**src/hdl/vcm_pkg.sv**
```systemverilog
// Package of the volume curve mapper: widths, codes, word types and curve tables.
// No dependencies.
package vcm_pkg;

    localparam int FRAC_BITS = 16;
    localparam int RAW_W     = 16;
    localparam int TAB_W     = FRAC_BITS + 1;
    localparam int TAB_N     = 101;
    localparam int PCT_MAX   = 100;
    localparam int PCT_W     = 7;
    localparam int QW        = (TAB_W > RAW_W) ? TAB_W : RAW_W;
    localparam int NUM_W     = RAW_W + QW;
    localparam int PROD_W    = TAB_W + RAW_W;
    localparam int CNT_W     = 7;
    localparam int SRCH_STEPS = 7;
    localparam int CFG_IDX_W = 3;

    localparam logic [CFG_IDX_W-1:0] CFG_RAW_MIN     = 3'd0;
    localparam logic [CFG_IDX_W-1:0] CFG_RAW_MAX     = 3'd1;
    localparam logic [CFG_IDX_W-1:0] CFG_CURVE       = 3'd2;
    localparam logic [CFG_IDX_W-1:0] CFG_MUTE_FOLLOW = 3'd3;
    localparam logic [CFG_IDX_W-1:0] CFG_HAS_SWITCH  = 3'd4;

    localparam logic [1:0] CURVE_LIN = 2'd0;
    localparam logic [1:0] CURVE_LOG = 2'd1;
    localparam logic [1:0] CURVE_EXP = 2'd2;

    localparam int TAB_LF = 0;
    localparam int TAB_LT = 1;
    localparam int TAB_EF = 2;
    localparam int TAB_ET = 3;

    // scale factors for the table math
    localparam real INV_LN101 = 1.0 / $ln(101.0);
    localparam real INV_PCT   = 1.0 / 100.0;

    typedef logic [TAB_W-1:0] t_tab [0:TAB_N-1];

    // Q(FRAC_BITS) fractions, rounded to nearest, worked out at elaboration
    function automatic t_tab build_tab(input int kind);
        t_tab tab;
        real  x;
        real  one;
        one = real'(1 << FRAC_BITS);
        for (int k = 0; k < TAB_N; k++) begin
            case (kind)
                TAB_LF:  x = $ln(real'(k) + 1.0) * INV_LN101;
                TAB_LT:  x = (k == 0) ? 0.0 : $ln(real'(k) + 0.5) * INV_LN101;
                TAB_EF:  x = $pow(2.0, real'(k) * INV_PCT) - 1.0;
                default: x = (k == 0) ? 0.0 : $pow(2.0, (real'(k) - 0.5) * INV_PCT) - 1.0;
            endcase
            tab[k] = TAB_W'($rtoi(x * one + 0.5));
        end
        return tab;
    endfunction

    localparam t_tab LF_TAB = build_tab(TAB_LF);
    localparam t_tab LT_TAB = build_tab(TAB_LT);
    localparam t_tab EF_TAB = build_tab(TAB_EF);
    localparam t_tab ET_TAB = build_tab(TAB_ET);

    typedef enum logic [2:0] {
        M_PASS,
        M_RD_LIN,
        M_RD_CRV,
        M_WR_LIN,
        M_WR_CRV
    } t_mode;

    typedef struct packed {
        logic signed [RAW_W-1:0] raw_min;
        logic signed [RAW_W-1:0] raw_max;
        logic [1:0]              curve;
        logic                    mute_follow;
        logic                    has_switch;
    } t_cfg;

    // per-word sideband that rides along every stage
    typedef struct packed {
        t_mode                   mode;
        logic                    use_log;
        logic                    func;
        logic signed [RAW_W-1:0] lo;
        logic signed [RAW_W-1:0] val;
        logic [PROD_W-1:0]       prod;
    } t_side;

    // divider state: partial remainder, unconsumed dividend / quotient bits, divisor
    typedef struct packed {
        logic [RAW_W-1:0] rem;
        logic [QW-1:0]    nlow;
        logic [RAW_W-1:0] den;
    } t_div;

endpackage

```
**src/hdl/vcm_div.sv**
```systemverilog
// Pipelined restoring divider, one quotient bit per stage.
// Depends on vcm_pkg.
module vcm_div
    import vcm_pkg::*;
(
    input  logic          i_clk,
    input  logic          i_rst_n,
    input  logic          i_en,
    input  logic          i_valid,
    input  t_side         i_side,
    input  t_div          i_div,
    output logic          o_valid,
    output t_side         o_side,
    output logic [QW-1:0] o_quot
);

    logic  r_valid [QW];
    t_side r_side  [QW];
    t_div  r_div   [QW];

    for (genvar j = 0; j < QW; j++) begin : g_stage
        logic          in_valid;
        t_side         in_side;
        t_div          in_div, n_div;
        logic [RAW_W:0] trial;
        logic          ge;

        if (j == 0) begin : g_first
            assign in_valid = i_valid;
            assign in_side  = i_side;
            assign in_div   = i_div;
        end else begin : g_next
            assign in_valid = r_valid[j-1];
            assign in_side  = r_side[j-1];
            assign in_div   = r_div[j-1];
        end

        always_comb begin
            trial      = {in_div.rem, in_div.nlow[QW-1]};
            ge         = trial >= {1'b0, in_div.den};
            n_div.rem  = ge ? RAW_W'(trial - {1'b0, in_div.den}) : trial[RAW_W-1:0];
            n_div.nlow = {in_div.nlow[QW-2:0], ge};
            n_div.den  = in_div.den;
        end

        always_ff @(posedge i_clk) begin
            if (!i_rst_n) begin
                r_valid[j] <= 1'b0;
            end else if (i_en) begin
                r_valid[j] <= in_valid;
            end
            if (i_en) begin
                r_side[j] <= in_side;
                r_div[j]  <= n_div;
            end
        end
    end

    assign o_valid = r_valid[QW-1];
    assign o_side  = r_side[QW-1];
    assign o_quot  = r_div[QW-1].nlow;

endmodule

```
**config.mk**
```make
export PLATFORM = sky130hd
export DESIGN_NAME = vcm_div
export DESIGN_NICKNAME = d
export VERILOG_FILES = /design/src/hdl/vcm_pkg.sv /design/src/hdl/vcm_div.sv
export SDC_FILE = /design/constraint.sdc
export NUM_CORES = 2
export LEC_CHECK = 0
export ABC_AREA = 1
export BUFFER_PORTS_ARGS = -buffer_cell sky130_fd_sc_hd__buf_2
export CAP_MARGIN = 10
export CORE_UTILIZATION = 35
export DETAILED_ROUTE_END_ITERATION = 10
export GPL_TIMING_DRIVEN = 1
export SLEW_MARGIN = 10
export SYNTH_ARGS = -nofsm -noshare
export SYNTH_HDL_FRONTEND = slang
export SYNTH_SLANG_ARGS = --single-unit
```
**constraint.sdc**
```tcl
create_clock -name i_clk -period 2.2 [get_ports i_clk]
set_clock_uncertainty 0.1 [all_clocks]
set_input_delay 0.22 -clock i_clk [delete_from_list [all_inputs] [get_ports i_clk]]
set_output_delay 0.22 -clock i_clk [all_outputs]
set_load 0.01 [all_outputs]
```
After elaboration in Yosys (flattened, before gate mapping)

Memory sizes are Yosys's and may differ from the RTL's.
Index checks and enable logic that the tools add are counted.

Bits in registers: 0
RAM bits: 2040
Word-level logic and storage cells: 93
Memories kept: 3
Output and inout bits: 88
Bits of input ports: 123

Magnitude comparators: 17
Bitwise operators: 17
Add/subtract/negate cells: 17
Muxes and demuxes: 39

Memories:

| name    | words | bits a word | read ports | clocked after memory_dff | wr ports | line          | source |
|---|---|---|---|---|---|---|---|
| r_side  | 17    | 70          | 17         | 0                        | 17       | vcm_div.sv:18 | `t_side r_side [QW];` |
| r_div   | 17    | 49          | 17         | 0                        | 17       | vcm_div.sv:19 | `t_div r_div [QW];` |
| r_valid | 17    | 1           | 17         | 0                        | 17       | vcm_div.sv:17 | `logic r_valid [QW];` |

Operators by type and width:

| cell                                                           | number |
|---|---|
| 17-bit by 16-bit greater-or-equal comparator with 1-bit output | 17 |
| 16-bit 2-to-1 mux                                              | 17 |
| 16-bit subtractor                                              | 17 |
| 1-bit 2-to-1 mux                                               | 22 |
| 1-bit bitwise OR                                               | 17 |

Logic depth before layout (Yosys ltp)

Depth after elaboration: 4
Gate-level depth with buffers: 15
Gate-level depth less buffers: 13

Least setup slack after synthesis

OpenSTA, ideal clock, no wires.

Path type: flip-flop to flip-flop
From: memory r_div[0][343] (netlist bit)
To: memory r_div[1][41] (netlist bit) (data pin)
Cell stages (with the launch flop): 10
Setup slack: 0.161 ns
Buffers on the path: 0
Arrival: 1.686 ns
Data required time: 1.847 ns
Setup time: 0.253 ns
Clock period less this slack: 2.039 ns
Path through: edfxtp_1 ha_1 fa_1 inv_1 nand3_1 nand3_1 a21oi_1 or2_2 nand3_1 nand2_1

RTL lines:

| what            | line |
|---|---|
| start, declared | vcm_div.sv:19 |

==> metrics.md <==
| Metric | Value |
|---|---|
| Sequential share of power | 0.380 |
| Area of the multi-input gates | 0.0230 sq mm |
| Final ANT Viol Nets | 0 |
| Final period util | 1.02 |
| Sw Ratio | 0.324 |
| Ys Warns | 0 |
| Sink Count | 2008 |
| Largest net degree at the start of global routing | 120 |
| GRT Util Overall | 0.147 |
| Die height | 488 um |
| Worst-path clk slew | 60 ps |
| Mapped Nets | 6998 |
| Simple-Gate Fraction of Synth Area | 0.149 |
| Fillers | 20600 |
| Register area share after synthesis | 0.730 |
| Row count | 177 |
| FMAX | 443 MHz |
| Crit. End Element | register |
| Clock power frac | 0.269 |
| Post-Syn Area | 0.0826 sq mm |
| Post-Synth Adder-Cell Area | 0.0451 |
| GRT overflow | 0 |
| Slew Limit Fails | 0 |
| Initial Utilization | 0.353 |
| Post-layout minimum cycle time | 2250 ps |
| DR vias/cell | 4.41 |
| Layout cells sized above 1 | 0.310 |
| Post-synthesis register bit count | 2008 |
| RR Startpoint | r_div[1][292] |
| Worst min-delay path class | input pin to register |
| XOR/XNOR share of the synthesized area | 0.0104 |
| Die area | 0.238 sq mm |
| Max-cap violations | 0 |
| P_leak | 47.0 nW |
| Post-synth EDFFs | 2007 |
| Area grow syn2layout | 34.6% |
| Largest family of logic cells by synthesized area | simple AND/OR/NAND/NOR gates |
| Slew margin rel. | 0.549 |
| CTS tree | built |
| Synth Area in Compound Gates | 0.0122 |
| RSZ-0062 raised after global routing | yes |
| Worst Path Max Fanout | 4 |
| Initial antenna violation count | 2 |
| Final Power | 135 mW |
| Flop2flop setup slack | -50 ps |
| Startpoint types | register |
| Failing checks | setup timing |
| Nets | 8705 |
| WP data arrival | 2700 ps |
| Final hold vios | 0 |
| GP Congestion | 0.844 |
| Worst hold margin | 99.3 ps |
| First-pass iteration count of the detailed router | 5 |
| Clock tree buffer depth | 3 |
| Via count | 51200 |
| Hold path start | i_div[9] |
| CTS root buf | clkbuf_16 |
| Drc violations | 0 |
| Overall routed net length | 183000 um |
| Ranking of synthesized cells by area | edfxtp_1 (73%), nand2_1 (9.0%), inv_1 (4.8%) |
| FFs w/ async S/R, synth | 0 |
| CP Class | register to register |
| Setup ws final | -54.8 ps |
| Status | complete, but fails checks |
| 1st-iter DRT viols | 3045 |
| Avg Cell Area, Syn | 12.5 sq um |
| H-tree Lvls | 4 |
| I/O pin count | 211 |
| Per-cell routed wire length | 15.8 um |
| Worst Tran Pin Value | 676 ps |
| Post-DP HPWL | 125000 um |
| Combinational power share | 0.351 |
| Die width | 488 um |
| Mux cell area share after synthesis | 0 |
| PwrDens | 1210 mW/mm^2 |
| Peak supply drop | 793 uV |
| Syn Inst Count | 6587 |
| Worst Setup SP | r_div[1][292] |
| FF/Latch Area | 0.0603 sq mm |
| Number of port buffers | 210 |
| Global-route wire length before repair | 274000 um |
| Setup Viol. Count Final | 26 |
| Synth unique cells | 41 |
| WP data required | 2650 ps |
| Clock Latency Late Sink | 880 ps |
| Post-synth top flop | edfxtp_1 |
| Vias in the first global route | 50000 |
| Net switching power | 43.8 mW |
| Leading area contributor after synthesis | edfxtp_1 |
| Cts bufs inserted | 212 |
| Internal power | 91.3 mW |
| Core area | 0.234 sq mm |
| Top-area cell type share of the netlist area | 0.730 |
sequential cells by signal, summed over array words and instances, names as in the netlist:
| name | cells |
|---|---|
| r_div | 801 |
| r_side | 1190 |
| r_valid | 17 |
cells in the mapped netlist, types with 2 or more instances:
| cell type | instances |
|---|---|
| fa_1 | 16 |
| inv_2 | 2 |
| inv_1 | 1052 |
| o21bai_1 | 12 |
| nand3_2 | 9 |
| nor2_1 | 216 |
| ha_1 | 272 |
| nor2_2 | 8 |
| nand2_2 | 24 |
| clkbuf_2 | 4 |
| nand3b_1 | 34 |
| and2_1 | 16 |
| nand4_1 | 77 |
| nor3_1 | 43 |
| o21a_1 | 16 |
| a21oi_1 | 145 |
| buf_6 | 18 |
| or2_2 | 8 |
| buf_2 | 24 |
| nand2_4 | 14 |
| nor2_4 | 15 |
| nand3_1 | 427 |
| or2_1 | 2 |
| nand3_4 | 2 |
| o21ai_0 | 6 |
| buf_4 | 9 |
| nand2_1 | 1989 |
| edfxtp_1 | 2007 |
| nor4_2 | 4 |
| xnor2_1 | 21 |
| nor3b_2 | 2 |
| xor2_1 | 77 |
| and3_1 | 6 |
| o21ai_1 | 3 |
worst max-delay path, stage by stage (launching register included):
cell	delay [ps]
edfxtp_1	510
ha_4	340
inv_4	40
nor2_4	80
inv_2	60
buf_6	110
o21a_1	170
nand2_2	90
nor2_4	50
buf_6	130
buf_6	130
nand3_2	60
nand2_2	60
power groups by stage:
stage	Combinational, mW	Clock [mW]	Sequential (mW)
floorplan	21.5	0	50.2
global placement	36.2	0	51.4
detailed placement	36.3	0	51.5
CTS	39.6	37.6	51.0
global route	52.2	39.0	51.7
finish	47.4	36.3	51.3
layer usage:
layer / part of all wire / GRT usage / vias to the layer above
met5: 0 / 0 / -
met3: 0.042 / 0.0275 / 271
met1: 0.45 / 0.196 / 24500
met4: 0.025 / 0.0444 / 0
li1: - / - / 25600
met2: 0.48 / 0.243 / 822
final timing paths:
path	endpoint	depth (start not counted)
worst max-delay path	r_div[1][336]	12
worst min-delay path	r_div[0][9]	2
worst min register to register	r_side[0][842]	0
worst max register to register	r_div[1][336]	12
layout by cell type (no fill, tap or decap), types with 77 or more instances in the layout:
cell / n
nor2_1: 151
clkbuf_16: 225
ha_1: 83
a21oi_1: 122
xor2_1: 77
buf_2: 209
buf_4: 986
inv_2: 126
inv_1: 919
nand2_1: 1669
nand2_2: 284
nand3_1: 308
nand4_1: 77
ha_4: 181
edfxtp_1: 2007
nand3_2: 107
dlygate4sd3_1: 226
per-stage QoR:
step / TNS (ps) / std cells / cell area [sq um] / utilization / setup slack [ps]
2_1_floorplan: 0 / 6587 / 82600 / - / 161
3_3_place_gp: -18870 / 10700 / 93800 / 0.402 / -251
3_5_place_dp: -16580 / 10700 / 93800 / 0.402 / -226
4_1_cts: -588 / 11400 / 106000 / 0.452 / -61.4
5_1_grt: -6600 / 11600 / 111000 / 0.476 / -113
6_report: -470 / 11600 / 111000 / 0.476 / -54.8
area by class of cell:
class                   count  area share
repair buffers           1535       0.114
diodes                      3   0.0000675
flip-flops and latches   2008       0.542
clock inverters           150      0.0158
multi-input cells        3482       0.207
well taps                3132      0.0352
clock buffers             246      0.0493
inverters                1054      0.0358
repair inverters            1   0.0000675
cells by family after synthesis:
group                    Yosys count
buffers and inverters           1112
AND/OR/NAND/NOR                 2896
flip-flops                      2008
XOR/XNOR                          98
AO/OA/AOI/OAI                    185
adder cells (fa/ha/maj)          288
timing repair:
action / 4_1_cts / 5_1_grt
cloned: 8 / 20
endpoints found under the setup margin: 213 / 249
buffers inserted: 71 / 208
pin swaps: 58 / 296
hold buffers: 226 / 0
hold endpoints to repair: 896 / 0
resized for setup: 267 / 858
Note: power is estimated with default switching activity, not from simulation.
