File: config.mk
export PLATFORM = sky130hd
export DESIGN_NAME = vcm_front
export DESIGN_NICKNAME = d
export VERILOG_FILES = /design/src/hdl/vcm_pkg.sv /design/src/hdl/vcm_front.sv
export SDC_FILE = /design/constraint.sdc
export NUM_CORES = 2
export LEC_CHECK = 0
export BUFFER_PORTS_ARGS = -buffer_cell sky130_fd_sc_hd__buf_2
export CAP_MARGIN = 20
export CORE_ASPECT_RATIO = 1.1
export CORE_UTILIZATION = 30
export DETAILED_ROUTE_END_ITERATION = 8
export SLEW_MARGIN = 20
export SYNTH_ARGS = -nofsm -noshare
export SYNTH_HDL_FRONTEND = slang
export SYNTH_SLANG_ARGS = --single-unit
File: constraint.sdc
create_clock -name i_clk -period 26.8 [get_ports i_clk]
set_input_delay 1.34 -clock i_clk [delete_from_list [all_inputs] [get_ports i_clk]]
set_output_delay 1.34 -clock i_clk [all_outputs]
set_load 0.01 [all_outputs]
File: src/hdl/vcm_pkg.sv
// Package of the volume curve mapper: widths, codes, word types and curve tables.
// No dependencies.
package vcm_pkg;

    localparam int FRAC_BITS = 16;
    localparam int RAW_W     = 16;
    localparam int TAB_W     = FRAC_BITS + 1;
    localparam int TAB_N     = 101;
    localparam int PCT_MAX   = 100;
    localparam int PCT_W     = 7;
    localparam int QW        = (TAB_W > RAW_W) ? TAB_W : RAW_W;
    localparam int NUM_W     = RAW_W + QW;
    localparam int PROD_W    = TAB_W + RAW_W;
    localparam int CNT_W     = 7;
    localparam int SRCH_STEPS = 7;
    localparam int CFG_IDX_W = 3;

    localparam logic [CFG_IDX_W-1:0] CFG_RAW_MIN     = 3'd0;
    localparam logic [CFG_IDX_W-1:0] CFG_RAW_MAX     = 3'd1;
    localparam logic [CFG_IDX_W-1:0] CFG_CURVE       = 3'd2;
    localparam logic [CFG_IDX_W-1:0] CFG_MUTE_FOLLOW = 3'd3;
    localparam logic [CFG_IDX_W-1:0] CFG_HAS_SWITCH  = 3'd4;

    localparam logic [1:0] CURVE_LIN = 2'd0;
    localparam logic [1:0] CURVE_LOG = 2'd1;
    localparam logic [1:0] CURVE_EXP = 2'd2;

    localparam int TAB_LF = 0;
    localparam int TAB_LT = 1;
    localparam int TAB_EF = 2;
    localparam int TAB_ET = 3;

    // scale factors for the table math
    localparam real INV_LN101 = 1.0 / $ln(101.0);
    localparam real INV_PCT   = 1.0 / 100.0;

    typedef logic [TAB_W-1:0] t_tab [0:TAB_N-1];

    // Q(FRAC_BITS) fractions, rounded to nearest, worked out at elaboration
    function automatic t_tab build_tab(input int kind);
        t_tab tab;
        real  x;
        real  one;
        one = real'(1 << FRAC_BITS);
        for (int k = 0; k < TAB_N; k++) begin
            case (kind)
                TAB_LF:  x = $ln(real'(k) + 1.0) * INV_LN101;
                TAB_LT:  x = (k == 0) ? 0.0 : $ln(real'(k) + 0.5) * INV_LN101;
                TAB_EF:  x = $pow(2.0, real'(k) * INV_PCT) - 1.0;
                default: x = (k == 0) ? 0.0 : $pow(2.0, (real'(k) - 0.5) * INV_PCT) - 1.0;
            endcase
            tab[k] = TAB_W'($rtoi(x * one + 0.5));
        end
        return tab;
    endfunction

    localparam t_tab LF_TAB = build_tab(TAB_LF);
    localparam t_tab LT_TAB = build_tab(TAB_LT);
    localparam t_tab EF_TAB = build_tab(TAB_EF);
    localparam t_tab ET_TAB = build_tab(TAB_ET);

    typedef enum logic [2:0] {
        M_PASS,
        M_RD_LIN,
        M_RD_CRV,
        M_WR_LIN,
        M_WR_CRV
    } t_mode;

    typedef struct packed {
        logic signed [RAW_W-1:0] raw_min;
        logic signed [RAW_W-1:0] raw_max;
        logic [1:0]              curve;
        logic                    mute_follow;
        logic                    has_switch;
    } t_cfg;

    // per-word sideband that rides along every stage
    typedef struct packed {
        t_mode                   mode;
        logic                    use_log;
        logic                    func;
        logic signed [RAW_W-1:0] lo;
        logic signed [RAW_W-1:0] val;
        logic [PROD_W-1:0]       prod;
    } t_side;

    // divider state: partial remainder, unconsumed dividend / quotient bits, divisor
    typedef struct packed {
        logic [RAW_W-1:0] rem;
        logic [QW-1:0]    nlow;
        logic [RAW_W-1:0] den;
    } t_div;

endpackage

File: src/hdl/vcm_front.sv
// Front stages: clamp and classify, then build dividend/divisor or table product.
// Depends on vcm_pkg.
module vcm_front
    import vcm_pkg::*;
(
    input  logic                    i_clk,
    input  logic                    i_rst_n,
    input  logic                    i_en,
    input  logic                    i_valid,
    input  logic                    i_func,
    input  logic signed [RAW_W-1:0] i_value,
    input  t_cfg                    i_cfg,
    output logic                    o_valid,
    output t_side                   o_side,
    output t_div                    o_div
);

    // stage A
    logic                    r_a_valid;
    t_mode                   r_a_mode, n_a_mode;
    logic                    r_a_use_log, n_a_use_log;
    logic                    r_a_func;
    logic signed [RAW_W-1:0] r_a_lo, r_a_val;
    logic [RAW_W-1:0]        r_a_d, n_a_d, r_a_s, n_a_s;
    logic [PCT_W-1:0]        r_a_p, n_a_p;

    logic signed [RAW_W-1:0] clamped;
    logic                    empty, crv;

    always_comb begin
        empty   = i_cfg.raw_max <= i_cfg.raw_min;
        crv     = (i_cfg.curve == CURVE_LOG) || (i_cfg.curve == CURVE_EXP);
        clamped = (i_value < i_cfg.raw_min) ? i_cfg.raw_min :
                  (i_value > i_cfg.raw_max) ? i_cfg.raw_max : i_value;
        n_a_d   = clamped - i_cfg.raw_min;
        n_a_s   = i_cfg.raw_max - i_cfg.raw_min;
        if (i_value < 0) begin
            n_a_p = '0;
        end else if (i_value > RAW_W'(PCT_MAX)) begin
            n_a_p = PCT_W'(PCT_MAX);
        end else begin
            n_a_p = i_value[PCT_W-1:0];
        end
        n_a_use_log = i_cfg.curve == CURVE_LOG;
        if (empty) begin
            n_a_mode = M_PASS;
        end else if (i_func) begin
            n_a_mode = crv ? M_WR_CRV : M_WR_LIN;
        end else begin
            n_a_mode = crv ? M_RD_CRV : M_RD_LIN;
        end
    end

    always_ff @(posedge i_clk) begin
        if (!i_rst_n) begin
            r_a_valid <= 1'b0;
        end else if (i_en) begin
            r_a_valid <= i_valid;
        end
        if (i_en) begin
            r_a_mode    <= n_a_mode;
            r_a_use_log <= n_a_use_log;
            r_a_func    <= i_func;
            r_a_lo      <= i_cfg.raw_min;
            r_a_val     <= i_value;
            r_a_d       <= n_a_d;
            r_a_s       <= n_a_s;
            r_a_p       <= n_a_p;
        end
    end

    // stage B
    logic              r_b_valid;
    t_side             r_b_side, n_b_side;
    t_div              r_b_div, n_b_div;
    logic [NUM_W-1:0]  num;
    logic [RAW_W-1:0]  den;
    logic [TAB_W-1:0]  frac;

    always_comb begin
        frac = r_a_use_log ? LF_TAB[r_a_p] : EF_TAB[r_a_p];
        case (r_a_mode)
            M_RD_LIN: begin
                num = NUM_W'(r_a_d) * NUM_W'(PCT_MAX) + NUM_W'(r_a_s) - NUM_W'(1);
                den = r_a_s;
            end
            M_RD_CRV: begin
                num = NUM_W'({r_a_d, {FRAC_BITS{1'b0}}});
                den = r_a_s;
            end
            M_WR_LIN: begin
                num = NUM_W'(r_a_p) * NUM_W'(r_a_s);
                den = RAW_W'(PCT_MAX);
            end
            default: begin
                num = '0;
                den = RAW_W'(1);
            end
        endcase
        n_b_div.rem  = RAW_W'(num >> QW);
        n_b_div.nlow = num[QW-1:0];
        n_b_div.den  = den;
        n_b_side.mode    = r_a_mode;
        n_b_side.use_log = r_a_use_log;
        n_b_side.func    = r_a_func;
        n_b_side.lo      = r_a_lo;
        n_b_side.val     = r_a_val;
        n_b_side.prod    = PROD_W'(frac) * PROD_W'(r_a_s);
    end

    always_ff @(posedge i_clk) begin
        if (!i_rst_n) begin
            r_b_valid <= 1'b0;
        end else if (i_en) begin
            r_b_valid <= r_a_valid;
        end
        if (i_en) begin
            r_b_side <= n_b_side;
            r_b_div  <= n_b_div;
        end
    end

    assign o_valid = r_b_valid;
    assign o_side  = r_b_side;
    assign o_div   = r_b_div;

endmodule

# Word level (Yosys, flattened, before mapping)
# Memories as Yosys holds them, arrays and structs flattened.
# Index checks and enable logic that the tools add are counted.
# totals
reg_bits	197
mem_bits_ro	4352
in_bits	57
out_inout_bits	120
elab_cells	57
memories	2
# memory_table
memory	words	width	read_ports	rd_ports_with_merged_regs	wr	line	rtl
(name not given)	128	17	1	0	0	vcm_front.sv:81	frac = r_a_use_log ? LF_TAB[r_a_p] : EF_TAB[r_a_p];
(name not given)	128	17	1	0	0	vcm_front.sv:81	
# classes
n_addsub	4
n_mul	3
n_lt_le_gt_ge	6
n_eq_ne	5
n_mux	13
bitwise_logic	1
n_reduce_logical	3
# ops
cell	n
$pmux W33 S3	1
$mux W17	5
$mul A17 B16 Y33	1
$mux W16	2
$pmux W16 S2	1
$sub A16 B16 Y16	2
$sub A24 B1 Y25 const B	1
$add A23 B16 Y24	1
$mul A7 B16 Y23	1
$mul A16 B5 Y21 const B	1
$gt A16 B16 Y1	1
$gt A16 B8 Y1 const B	1
$le A16 B16 Y1	1
$lt A16 B1 Y1 const B	1
$lt A16 B16 Y1	1
$ge A8 B8 Y1 const B	1
$not A7 Y8	1
$mux W7	1
$eq A3 B2 Y1 const B	2
$mux W3	2
$reduce_or A2 Y1	2
$eq A3 B1 Y1 const B	1
$eq A2 B1 Y1 const B	1
$eq A2 B2 Y1 const B	1
other kinds (2)	2

# Depth between registers and ports, before layout
# logic_depth
word_depth	6
depth_mapped	38
ltp_nobuf	32

# Worst setup path before layout
# OpenSTA, ideal clock, no wires.
# synth_timing
kind	reg-to-reg
startpoint	register r_a_p[0]
endpoint	register r_b_side (netlist bit o_side[31]) (data pin)
setup_ns	0.260
arrival_time_ns	8.555
required_time_ns	26.540
setup_slack_ns	17.985
stages_incl_launch_ff	35
path_buffers	6
synth_period_minus_slack_ns	8.815
path_cell_list	edfxtp_1 > buf_2 > inv_1 > clkbuf_1 > buf_1 > ha_1 > buf_2 > or2_0 > clkbuf_1 > nand3_1 > nand2_1 > o21a_1 > mux4_2 > o21ai_2 > buf_2 > nand2_1 > fa_1 > inv_1 > fa_1 > fa_1 > fa_1 > fa_1 > inv_1 > fa_1 > inv_1 > ha_1 > a21o_1 > a21o_1 > a21o_1 > a211o_1 > o21ai_2 > nor2b_1 > a221o_1 > a311oi_2 > xnor2_1
# synth_rtl
item	line	rtl
start, declared	vcm_front.sv:25	logic [PCT_W-1:0] r_a_p, n_a_p;
start signal, assigned	vcm_front.sv:68	r_a_p <= n_a_p;
end signal, assigned	vcm_front.sv:118	r_b_side <= n_b_side;
end, declared	vcm_front.sv:74	t_side r_b_side, n_b_side;

==> flow_summary.yaml <==
status:
  status: "finished clean"
critical_path:
  slowest_stage: "o31a_1"
  worstSetupStartpointType: "register"
  path_class: "register to register"
  cp_max_fo: 23
  crit_path_max_incr_delay_ps: 800
  crit_path_frequent_cell: "fa_1"
  critPathCaptureType: "register"
  cp.arrival_ps: 10760
  worst_ep_required_time_ps: 27060
clock_network:
  cts_tree: "yes"
  clock_path_buffers: 2
  cts.sinks: 197
  cts_resized: 0
  cts_made_buffers: 17
  clk_latency_ps: 510
  ctsHoldBuffers: 0
  cts_root_buf: "clkbuf_16"
  post_cts_buffers: 0
  h-tree-depth: 4
  clk_pin_slew_ps: 80
cells_and_area:
  multi_input_area_mm2: 0.0197
  seqCellArea_mm2: 0.00590
  syn2layout_area_growth_pct: 9.26
  nets: 3890
  drive_gt1_share_pct: 9.07
  fillerInstances: 9726
  design_area_mm2: 0.0307
yosys:
  yosys_warnings: 0
  synth.most_common_cell: "inv_1"
  synth_cells: 3165
  synth_compound_area_share_pct: 15.4
  synth.distinct_cells: 90
  synth.top_cell.area_share_pct: 20.8
  yosys-top-cells-count: "477 x inv_1, 350 x nand2_1, 313 x ha_1, 291 x fa_1, 209 x nor2_1"
  syn_area_mm2: 0.0281
  synth-simple-area-share_pct: 15.2
  synth-async-reset-ratio_pct: 0
  synthMuxAreaShare_pct: 1.41
  synth_area_leader_cell: "edfxtp_1"
  ys_seq_elements: 197
  synth-seq-area-share_pct: 21.0
  synth_flop_cell: "edfxtp_1"
  ys_top_cells_by_area: "edfxtp_1 21%, fa_1 21%, ha_1 14%"
  synth_edf_count: 195
  synth_top_family_by_area: "adder cells"
  synth_xor_area_share_pct: 3.30
  synth-adder-area-share_pct: 34.6
  syn_nets: 3826
  avgSynthCellArea_um2: 8.89
sta:
  hold_viol: 0
  period_needed_ps: 10500
  slew_violations: 0
  finalSetupViolations: 0
  rsz0062_at_grt: "false"
  clock-skew-final_ps: 11.9
  tightestPinTransition_ps: 1040
  tns_ps: 0
  fmax_mhz: 95.2
  setup_slack_ps: 16300
  max-slew-margin-rel_pct: 30.4
  period_share_pct: 39.2
die:
  io_pins: 177
  row_count: 117
  core_mm2: 0.0927
  dieArea_mm2: 0.0950
  die_x_um: 294
  die_h_um: 323
  start_util_pct: 30.4
global_route:
  grt_max_degree: 179
  grt_pass1_wl_um: 133000
  grt_util_met3_pct: 4.41
  grt.met1_usage_pct: 24.0
  antenna_found_initial: 7
  grt_util_all_layers_pct: 18.4
  grt_pass1_vias: 22791
  grt.busiest_layer: "met2"
  grt_overflow: 0
  use_met2_pct: 29.6
detailed_routing:
  first_iter_violations: 2171
  drt_pass1_iterations: 6
  wl_per_cell_um: 19.2
  drc_errors: 0
  wirelength_um: 86200
  antenna_left: 0
  avgViaCountPerCell: 5.12
  vias: 22986
placed_design:
  port_buffers: 174
  dp_slack_ps: 16390
  dpl_cell_area_mm2: 0.0302
  dp_hpwl_um: 66100
  globalplace.congestion: 0.992
flow_run:
  cap_violations: 0
min_path:
  hold_path.class: "register to register"
[critical path, delay by kind of cell (launching register included)]
kind	cells	cell delay [ps]
AO/OA/AOI/OAI	9	2820
XOR/XNOR	1	140
adder cells (fa/ha/maj)	8	4190
buffers and inverters	6	1010
flip-flops	1	330
AND/OR/NAND/NOR	7	1710
[area by class of cell]
class | count | share of cell area [%]
Antenna cell | 1 | 0.00814
Clock buffer | 18 | 1.40
Clock inverter | 14 | 0.444
Inverter | 481 | 5.87
Multi-Input combinational cell | 2319 | 64.2
Sequential cell | 197 | 19.2
Tap cell | 1249 | 5.08
Timing Repair Buffer | 213 | 3.86
[stage by stage]
stage          instances  hold WS (ps)  util (%)
3_5_place_dp        4459           405      32.6
2_1_floorplan       3165           400         -
4_1_cts             4491           424      33.2
6_report            4492           423      33.2
3_3_place_gp        4458           401      32.6
5_1_grt             4492           428      33.2
[final timing paths]
check                  from  slack, ps  depth (start not counted)    endpoint
setup / recovery   r_a_p[0]      16300                         31  o_side[31]
hold / removal    r_a_lo[8]        420                          0  o_side[57]
setup reg to reg   r_a_p[0]      16300                         31  o_side[31]
hold reg to reg   r_a_lo[8]        420                          0  o_side[57]
[routing by layer]
metal,vias up,wire length [µm]
li1,10743,-
met1,11256,37200
met2,830,39400
met3,147,6980
met4,10,2510
met5,-,67
[placed cells by master (no fill, tap or decap), types with 65 or more instances in the layout]
| cell | instances |
|---|---|
| fa_1 | 291 |
| nor2_1 | 209 |
| ha_1 | 313 |
| o21ai_0 | 134 |
| and2_1 | 134 |
| xnor2_1 | 65 |
| edfxtp_1 | 195 |
| a21oi_1 | 186 |
| buf_2 | 173 |
| inv_1 | 477 |
| nand2_1 | 350 |
[registers in the layout, indices dropped and copies added (netlist names)]
register	flops
r_a_lo	16
r_a_mode	3
r_a_valid	1
r_a_s	16
r_a_val	16
r_a_d	16
o_side	70
r_a_func	1
o_div	49
o_valid	1
r_a_p	7
r_a_use_log	1
[kinds of logic after synthesis]
family	Yosys count
muxes	32
xor gates and xnor gates	106
adders and majority gates	604
AOI/OAI and AO/OA	660
buffers and inverters	649
DFF	197
and+or+nand+nor	917
Power is left out: the tool's default activity adds up to more than one toggle a clock period on the data nets, which glitch-free logic cannot reach.
