File: src/hdl/vcm_pkg.sv
// Package of the volume curve mapper: widths, codes, word types and curve tables.
// No dependencies.
package vcm_pkg;

    localparam int FRAC_BITS = 16;
    localparam int RAW_W     = 16;
    localparam int TAB_W     = FRAC_BITS + 1;
    localparam int TAB_N     = 101;
    localparam int PCT_MAX   = 100;
    localparam int PCT_W     = 7;
    localparam int QW        = (TAB_W > RAW_W) ? TAB_W : RAW_W;
    localparam int NUM_W     = RAW_W + QW;
    localparam int PROD_W    = TAB_W + RAW_W;
    localparam int CNT_W     = 7;
    localparam int SRCH_STEPS = 7;
    localparam int CFG_IDX_W = 3;

    localparam logic [CFG_IDX_W-1:0] CFG_RAW_MIN     = 3'd0;
    localparam logic [CFG_IDX_W-1:0] CFG_RAW_MAX     = 3'd1;
    localparam logic [CFG_IDX_W-1:0] CFG_CURVE       = 3'd2;
    localparam logic [CFG_IDX_W-1:0] CFG_MUTE_FOLLOW = 3'd3;
    localparam logic [CFG_IDX_W-1:0] CFG_HAS_SWITCH  = 3'd4;

    localparam logic [1:0] CURVE_LIN = 2'd0;
    localparam logic [1:0] CURVE_LOG = 2'd1;
    localparam logic [1:0] CURVE_EXP = 2'd2;

    localparam int TAB_LF = 0;
    localparam int TAB_LT = 1;
    localparam int TAB_EF = 2;
    localparam int TAB_ET = 3;

    // scale factors for the table math
    localparam real INV_LN101 = 1.0 / $ln(101.0);
    localparam real INV_PCT   = 1.0 / 100.0;

    typedef logic [TAB_W-1:0] t_tab [0:TAB_N-1];

    // Q(FRAC_BITS) fractions, rounded to nearest, worked out at elaboration
    function automatic t_tab build_tab(input int kind);
        t_tab tab;
        real  x;
        real  one;
        one = real'(1 << FRAC_BITS);
        for (int k = 0; k < TAB_N; k++) begin
            case (kind)
                TAB_LF:  x = $ln(real'(k) + 1.0) * INV_LN101;
                TAB_LT:  x = (k == 0) ? 0.0 : $ln(real'(k) + 0.5) * INV_LN101;
                TAB_EF:  x = $pow(2.0, real'(k) * INV_PCT) - 1.0;
                default: x = (k == 0) ? 0.0 : $pow(2.0, (real'(k) - 0.5) * INV_PCT) - 1.0;
            endcase
            tab[k] = TAB_W'($rtoi(x * one + 0.5));
        end
        return tab;
    endfunction

    localparam t_tab LF_TAB = build_tab(TAB_LF);
    localparam t_tab LT_TAB = build_tab(TAB_LT);
    localparam t_tab EF_TAB = build_tab(TAB_EF);
    localparam t_tab ET_TAB = build_tab(TAB_ET);

    typedef enum logic [2:0] {
        M_PASS,
        M_RD_LIN,
        M_RD_CRV,
        M_WR_LIN,
        M_WR_CRV
    } t_mode;

    typedef struct packed {
        logic signed [RAW_W-1:0] raw_min;
        logic signed [RAW_W-1:0] raw_max;
        logic [1:0]              curve;
        logic                    mute_follow;
        logic                    has_switch;
    } t_cfg;

    // per-word sideband that rides along every stage
    typedef struct packed {
        t_mode                   mode;
        logic                    use_log;
        logic                    func;
        logic signed [RAW_W-1:0] lo;
        logic signed [RAW_W-1:0] val;
        logic [PROD_W-1:0]       prod;
    } t_side;

    // divider state: partial remainder, unconsumed dividend / quotient bits, divisor
    typedef struct packed {
        logic [RAW_W-1:0] rem;
        logic [QW-1:0]    nlow;
        logic [RAW_W-1:0] den;
    } t_div;

endpackage

File: src/hdl/vcm_search.sv
// Pipelined binary search counting curve thresholds at or below the scaled ratio.
// Depends on vcm_pkg.
module vcm_search
    import vcm_pkg::*;
(
    input  logic             i_clk,
    input  logic             i_rst_n,
    input  logic             i_en,
    input  logic             i_valid,
    input  t_side            i_side,
    input  logic [QW-1:0]    i_quot,
    output logic             o_valid,
    output t_side            o_side,
    output logic [QW-1:0]    o_quot,
    output logic [CNT_W-1:0] o_cnt
);

    logic             r_valid [SRCH_STEPS];
    t_side            r_side  [SRCH_STEPS];
    logic [QW-1:0]    r_quot  [SRCH_STEPS];
    logic [CNT_W-1:0] r_cnt   [SRCH_STEPS];

    for (genvar j = 0; j < SRCH_STEPS; j++) begin : g_stage
        localparam logic [CNT_W-1:0] STEP = CNT_W'(1 << (SRCH_STEPS - 1 - j));

        logic             in_valid;
        t_side            in_side;
        logic [QW-1:0]    in_quot;
        logic [CNT_W-1:0] in_cnt, idx, sel, n_cnt;
        logic [TAB_W-1:0] thr;
        logic             in_range, hit;

        if (j == 0) begin : g_first
            assign in_valid = i_valid;
            assign in_side  = i_side;
            assign in_quot  = i_quot;
            assign in_cnt   = '0;
        end else begin : g_next
            assign in_valid = r_valid[j-1];
            assign in_side  = r_side[j-1];
            assign in_quot  = r_quot[j-1];
            assign in_cnt   = r_cnt[j-1];
        end

        always_comb begin
            idx      = in_cnt + STEP;
            in_range = idx <= CNT_W'(PCT_MAX);
            sel      = in_range ? idx : CNT_W'(PCT_MAX);
            thr      = in_side.use_log ? LT_TAB[sel] : ET_TAB[sel];
            hit      = in_range && (QW'(thr) <= in_quot);
            n_cnt    = hit ? idx : in_cnt;
        end

        always_ff @(posedge i_clk) begin
            if (!i_rst_n) begin
                r_valid[j] <= 1'b0;
            end else if (i_en) begin
                r_valid[j] <= in_valid;
            end
            if (i_en) begin
                r_side[j] <= in_side;
                r_quot[j] <= in_quot;
                r_cnt[j]  <= n_cnt;
            end
        end
    end

    assign o_valid = r_valid[SRCH_STEPS-1];
    assign o_side  = r_side[SRCH_STEPS-1];
    assign o_quot  = r_quot[SRCH_STEPS-1];
    assign o_cnt   = r_cnt[SRCH_STEPS-1];

endmodule

File: config.mk
export PLATFORM = sky130hd
export DESIGN_NAME = vcm_search
export DESIGN_NICKNAME = d
export VERILOG_FILES = /design/src/hdl/vcm_pkg.sv /design/src/hdl/vcm_search.sv
export SDC_FILE = /design/constraint.sdc
export NUM_CORES = 1
export LEC_CHECK = 0
export BUFFER_PORTS_ARGS = -buffer_cell sky130_fd_sc_hd__buf_2
export CORE_ASPECT_RATIO = 0.6
export CORE_MARGIN = 3
export CORE_UTILIZATION = 35
export DETAILED_ROUTE_END_ITERATION = 10
export SLEW_MARGIN = 20
export SYNTH_ARGS = -nofsm -noshare
export SYNTH_HDL_FRONTEND = slang
export SYNTH_SLANG_ARGS = --single-unit
export TNS_END_PERCENT = 50
File: constraint.sdc
create_clock -name i_clk -period 5.17 [get_ports i_clk]
set_clock_uncertainty 0.15 [all_clocks]
set_input_delay 0.2585 -clock i_clk [delete_from_list [all_inputs] [get_ports i_clk]]
set_output_delay 0.2585 -clock i_clk [all_outputs]
set_load 0.01 [all_outputs]
# [Word-level counts from Yosys, hierarchy flattened]
# Memory sizes are Yosys's and may differ from the RTL's.
# Cells that the tools add are included.
[word_totals] register_bits=0 mem_bits_rw=665 mem_bits_ro=26112 in_bits=91 out_inout_bits=95 wordCells=116 memories=16
[classes] n_addsub=6 n_lt_le_gt_ge=19 mux=56 n_bitwise=13 n_reduce_logical=6
[memory_table] name="(no name shown)" depth=128 word_bits=17 rd=1 rd_clocked_by_memory_dff=0 write_ports=0 line="vcm_search.sv:49" rtl="thr = in_side.use_log ? LT_TAB[sel] : ET_TAB[sel];"
[memory_table] name="(no name shown)" depth=128 word_bits=17 rd=1 rd_clocked_by_memory_dff=0 write_ports=0 line="vcm_search.sv:49"
[memory_table] name="(no name shown)" depth=128 word_bits=17 rd=1 rd_clocked_by_memory_dff=0 write_ports=0 line="vcm_search.sv:49"
[memory_table] name="(no name shown)" depth=128 word_bits=17 rd=1 rd_clocked_by_memory_dff=0 write_ports=0 line="vcm_search.sv:49"
[memory_table] name="(no name shown)" depth=128 word_bits=17 rd=1 rd_clocked_by_memory_dff=0 write_ports=0 line="vcm_search.sv:49"
[memory_table] name="(no name shown)" depth=128 word_bits=17 rd=1 rd_clocked_by_memory_dff=0 write_ports=0 line="vcm_search.sv:49"
[memory_table] name="+10 memories"
[ops] cell="$mux 17" count=30
[ops] cell="$le 17x17->1" count=6
[ops] cell="$mux 7" count=13
[ops] cell="$ge 8x8->1 const B" count=6
[ops] cell="$not 7->8" count=6
[ops] cell="$le 7x7->1 const B" count=6
[ops] cell="$le 16x17->1" count=1
[ops] cell="$mux 15" count=1
[ops] cell="$mux 1" count=12
[ops] cell="$add 7x1->7 const B" count=1
[ops] cell="$add 7x2->7 const B" count=1
[ops] cell="$add 7x3->7 const B" count=1
[ops] cell="$add 7x4->7 const B" count=1
[ops] cell="$add 7x5->7 const B" count=1
[ops] cell="$add 7x6->7 const B" count=1
[ops] cell="$or 1x1->1" count=7
[ops] cell="$logic_and 1x1->1" count=6

# [Longest topological paths before layout]
# An unclocked memory read counts as a cell.
[logic_depth] word_depth=12 mapped_depth=18 depth_no_buf=15

# [Least setup slack after synthesis]
# OpenSTA, ideal clock, no wires.
[synth_timing] kind="register to register" from="memory r_cnt[5][5]" to="memory r_cnt[6][0] (data pin)" setup_ns=0.261 arrival_ns=3.379 required_time_ns=4.759 slack_ns=1.380 path_stages_with_launch=19 path_buffers=3 period_less_slack_ns=3.790 cell_sequence="edfxtp_1 > buf_2 > nand2_1 > buf_2 > o21ai_0 > inv_1 > ha_1 > clkbuf_1 > nand2b_1 > a21oi_1 > a31oi_1 > a221oi_1 > o32ai_2 > ha_1 > nand4_1 > nor4_1 > and4_1 > o32ai_1 > nor2_1"
[synth_rtl] item="from (decl)" line="vcm_search.sv:21" rtl="logic [CNT_W-1:0] r_cnt [SRCH_STEPS];"

==> implementation parameters <==
Parameter                              Value

Yosys
  Flops & latches, synth    ~640
  Cell area after synthesis    approximately 27,000 um2
  Net count after synthesis    about 2,100
  Synthesis Warnings    0
  Asr flop ratio synth    0%
  Avg Cell Area, Syn    ~14 um2
  Leading register cell type out of synthesis    edfxtp_1
  Sequential fraction of the synthesis area    71.4%
  Post-synth EDFFs    between 600 and 700
  Cell variety after synth    90
  Synthesized netlist cell count    approximately 1,900

Setup path
  Crit path cell chain    buf_4, inv_2, o21ai_0, inv_1, ha_1, nor2_1, nor4b_1, nor3_1, a41oi_1, ha_1, nand4b_1, nor4_1, and4_1, o32ai_1, nor2_1
  Endpoint class of the critical path    flip-flop
  Levels on crit path    15
  Sort of element at the start of the critical path    flip-flop
  Buffers plus inverters on the worst setup path    3
  CP peak stage delay    between 700 and 800 ps
  Origin of the worst setup path    r_cnt[5][2]$_DFFE_PP_
  Family with the most delay on the worst path    simple AND/OR/NAND/NOR gates
  FF-to-FF setup slack    860 ps
  Data arrival at the endpoint of the critical path    about 4500 ps
  Depth of the worst register-to-register path    15
  Largest fanout on the critical path    28
  Start-to-end type of the worst setup path    reg -> reg
  Worst reg2reg path endpoint    r_cnt[6][0]$_SDFFCE_PN0P_
  Critical path's slowest cell    nor4b_1
  Required time at the endpoint of the critical path    5390 ps
  Worst reg2reg startpoint    r_cnt[5][2]$_DFFE_PP_
  End of the critical path    r_cnt[6][0]$_SDFFCE_PN0P_

Final layout
  Commonest non-fill, non-tap cells in the layout    edfxtp_1 (643), buf_2 (184), inv_1 (128)
  Filler cell count in the final layout    6,948
  Number of nets at the end of the flow    between 2,000 and 2,500
  Layout cells sized above 1    15.7%
  Register area    19,300 um2
  Area used by multi-input combinational logic    6720 um2
  P&R area growth vs syn    17.9%
  Most common cell after layout, fill and taps aside    edfxtp_1

Run status
  Result of the run    completed

Floorplanning
  Die width    365 um
  Overall die area    80,800 um2
  Io pins    ~190
  Total number of placement rows    78
  Core region area    76,100 um2
  Die H    approximately 220 um
  Initial standard-cell utilization of the core    a little over a third

STA
  Final critical-path required period    4310 ps
  TNS Setup    0 ps
  Number of failing hold endpoints at the final stage    0
  Normalized max-slew margin    35.5%
  # setup viols final    0
  Minimum hold slack    176 ps
  Setup repair after global routing missed its margin    false
  Transition time at the pin with the least slew margin    968 ps
  Highest Clock Rate    roughly 0.23 GHz
  Final Cycle Share    83.3%
  Final number of max-transition violations    0

Global routing
  Number of global-route vias before repair    15,900
  Wire length of the first global-routing pass    98,100 um
  Total global routing overflow    0
  Pin count of the biggest net entering global routing    approximately 150
  Aggregate global-route resource usage    approximately 16%
  Number of antenna violations at the first check in global routing    1

Clock tree
  Clock input transition at the sequential cells of the worst setup and hold paths    60 ps
  TritonCTS clock tree    yes
  Post-CTS setup buffer count    0
  Number of resized instances in the post-cts repair step    0
  Worst skew pair latency    between 600 and 700 ps
  Buffers from clock root to sink, at most    3
  # clock sinks    644
  Cts bufs inserted    60
  Root buffer cell    clkbuf_16
  Maximum level of the CTS H-tree    2

Routing
  Final routed wirelength across all metal layers    64,500 um
  Post-detailed-route via-to-cell ratio    a little over 5
  Initial DRT Pass Iterations    5
  First DRT Iteration DRCs    about 1,500
  Remaining antenna violation count after routing    0
  Detailed-route wire length per cell    20.1 um
  DR vias    16,500
  DR DRC count    0

Power and ir drop
  Ratio of total power to cell area    373 nW/um2
  Design Power    11.9 mW
  VDD IR max    0.248 mV
  Leakage dissipation    11.9 nW

Placement
  Input/output buffers    185
  RD Place Congestion    0.910
  Post-DP HPWL    43,700 um

Job
  Max-capacitance violation count    0

Worst hold path
  Classification of the worst-slack hold path    in -> reg
[stage by stage]
stage / instances / utilization, % / setup WS [ps] / cell area [um2]
after global placement: 2999 / 38.2 / 903 / 29100
final: 3202 / 41.9 / 862 / 31900
after global routing: 3202 / 41.9 / 728 / 31900
after detailed placement: 2999 / 38.2 / 968 / 29100
after CTS: 3201 / 41.9 / 944 / 31900
after floorplan: 1875 / - / 1380 / 27100
[flip-flops by register name, indices dropped and copies added, names as in the netlist]
register	flops
r_side	490
r_quot	119
r_cnt	28
r_valid	7
[routing by layer]
| layer | vias to the layer above | GRT usage (%) | part of all wire, % |
|---|---|---|---|
| met3 | 87 | 4.16 | 8.0 |
| met5 | - | 0 | 0 |
| met4 | 0 | 3.44 | 1.7 |
| met2 | 574 | 21.7 | 42 |
| met1 | 8149 | 24.3 | 49 |
| li1 | 7701 | - | - |
[cell type report]
cell class	instances	share of cell area (%)
flip-flops and latches	644	60.5
multi-input cells	996	21.1
repair buffers	313	6.76
clock buffers	81	5.11
well taps	1000	3.92
inverters	136	1.60
clock inverters	31	1.02
diodes	1	0.00784
[cells by family after synthesis]
kind of cell,Yosys count,synth area share (%)
DFF,644,71.4
AOI/OAI and AO/OA,458,11.2
and+or+nand+nor,399,7.35
muxes,12,0.462
adders and majority gates,123,5.68
buffers and inverters,235,3.79
xor gates and xnor gates,4,0.157
[cell usage after synthesis, types with 6 or more instances]
library cell	number	share of area, %
o211ai_1	17	0.47
buf_1	8	0.11
clkbuf_1	36	0.50
edfxtp_1	643	71
o31ai_1	14	0.39
a21o_1	19	0.53
a211o_1	8	0.26
buf_2	40	0.74
nand4b_1	6	0.19
nand2b_1	31	0.72
nor2_1	117	1.6
a221oi_1	9	0.29
a31oi_1	16	0.37
nand4_1	17	0.39
mux2i_1	8	0.30
inv_1	128	1.8
buf_6	8	0.33
a22o_1	6	0.19
nand2_1	96	1.3
nand3_1	14	0.26
o31a_1	6	0.19
a21oi_1	115	2.1
or3_1	7	0.16
o22ai_1	14	0.32
a2111oi_0	7	0.23
nor2b_1	29	0.67
o21ai_1	9	0.17
o221ai_1	15	0.49
o21ai_0	102	1.9
a311oi_1	6	0.19
nor3_1	25	0.46
and3_1	8	0.18
ha_1	123	5.7
o2111ai_1	7	0.23
a22oi_1	13	0.36
or2_2	7	0.16
o21a_1	7	0.19
buf_4	6	0.17
a211oi_1	17	0.47
[repair_timing]
action	in CTS	in global routing
setup endpoints to repair	0	0
hold endpoints to repair	166	0
hold buffers	90	0
[how the worst min path moves through the flow]
stage	startpoint	to	slack, ps	cells after the start
detailed placement	r_side[0][24]$_DFFE_PP_	r_side[1][24]$_DFFE_PP_	250	0
finish	i_side[21]	r_side[0][21]$_DFFE_PP_	180	2
floorplan	i_quot[0]	r_quot[0][0]$_DFFE_PP_	210	0
CTS	i_side[21]	r_side[0][21]$_DFFE_PP_	120	2
global route	i_side[21]	r_side[0][21]$_DFFE_PP_	140	2
global placement	r_side[3][1]$_DFFE_PP_	r_side[4][1]$_DFFE_PP_	250	0
[power by group]
group / switching (mW) / internal (mW) / total, mW
sequential: 0.155 / 6.13 / 6.29
clock: 1.90 / 2.47 / 4.37
combinational: 0.800 / 0.470 / 1.27
total: 2.85 / 9.07 / 11.9
Power figures use the tool's default switching activity.
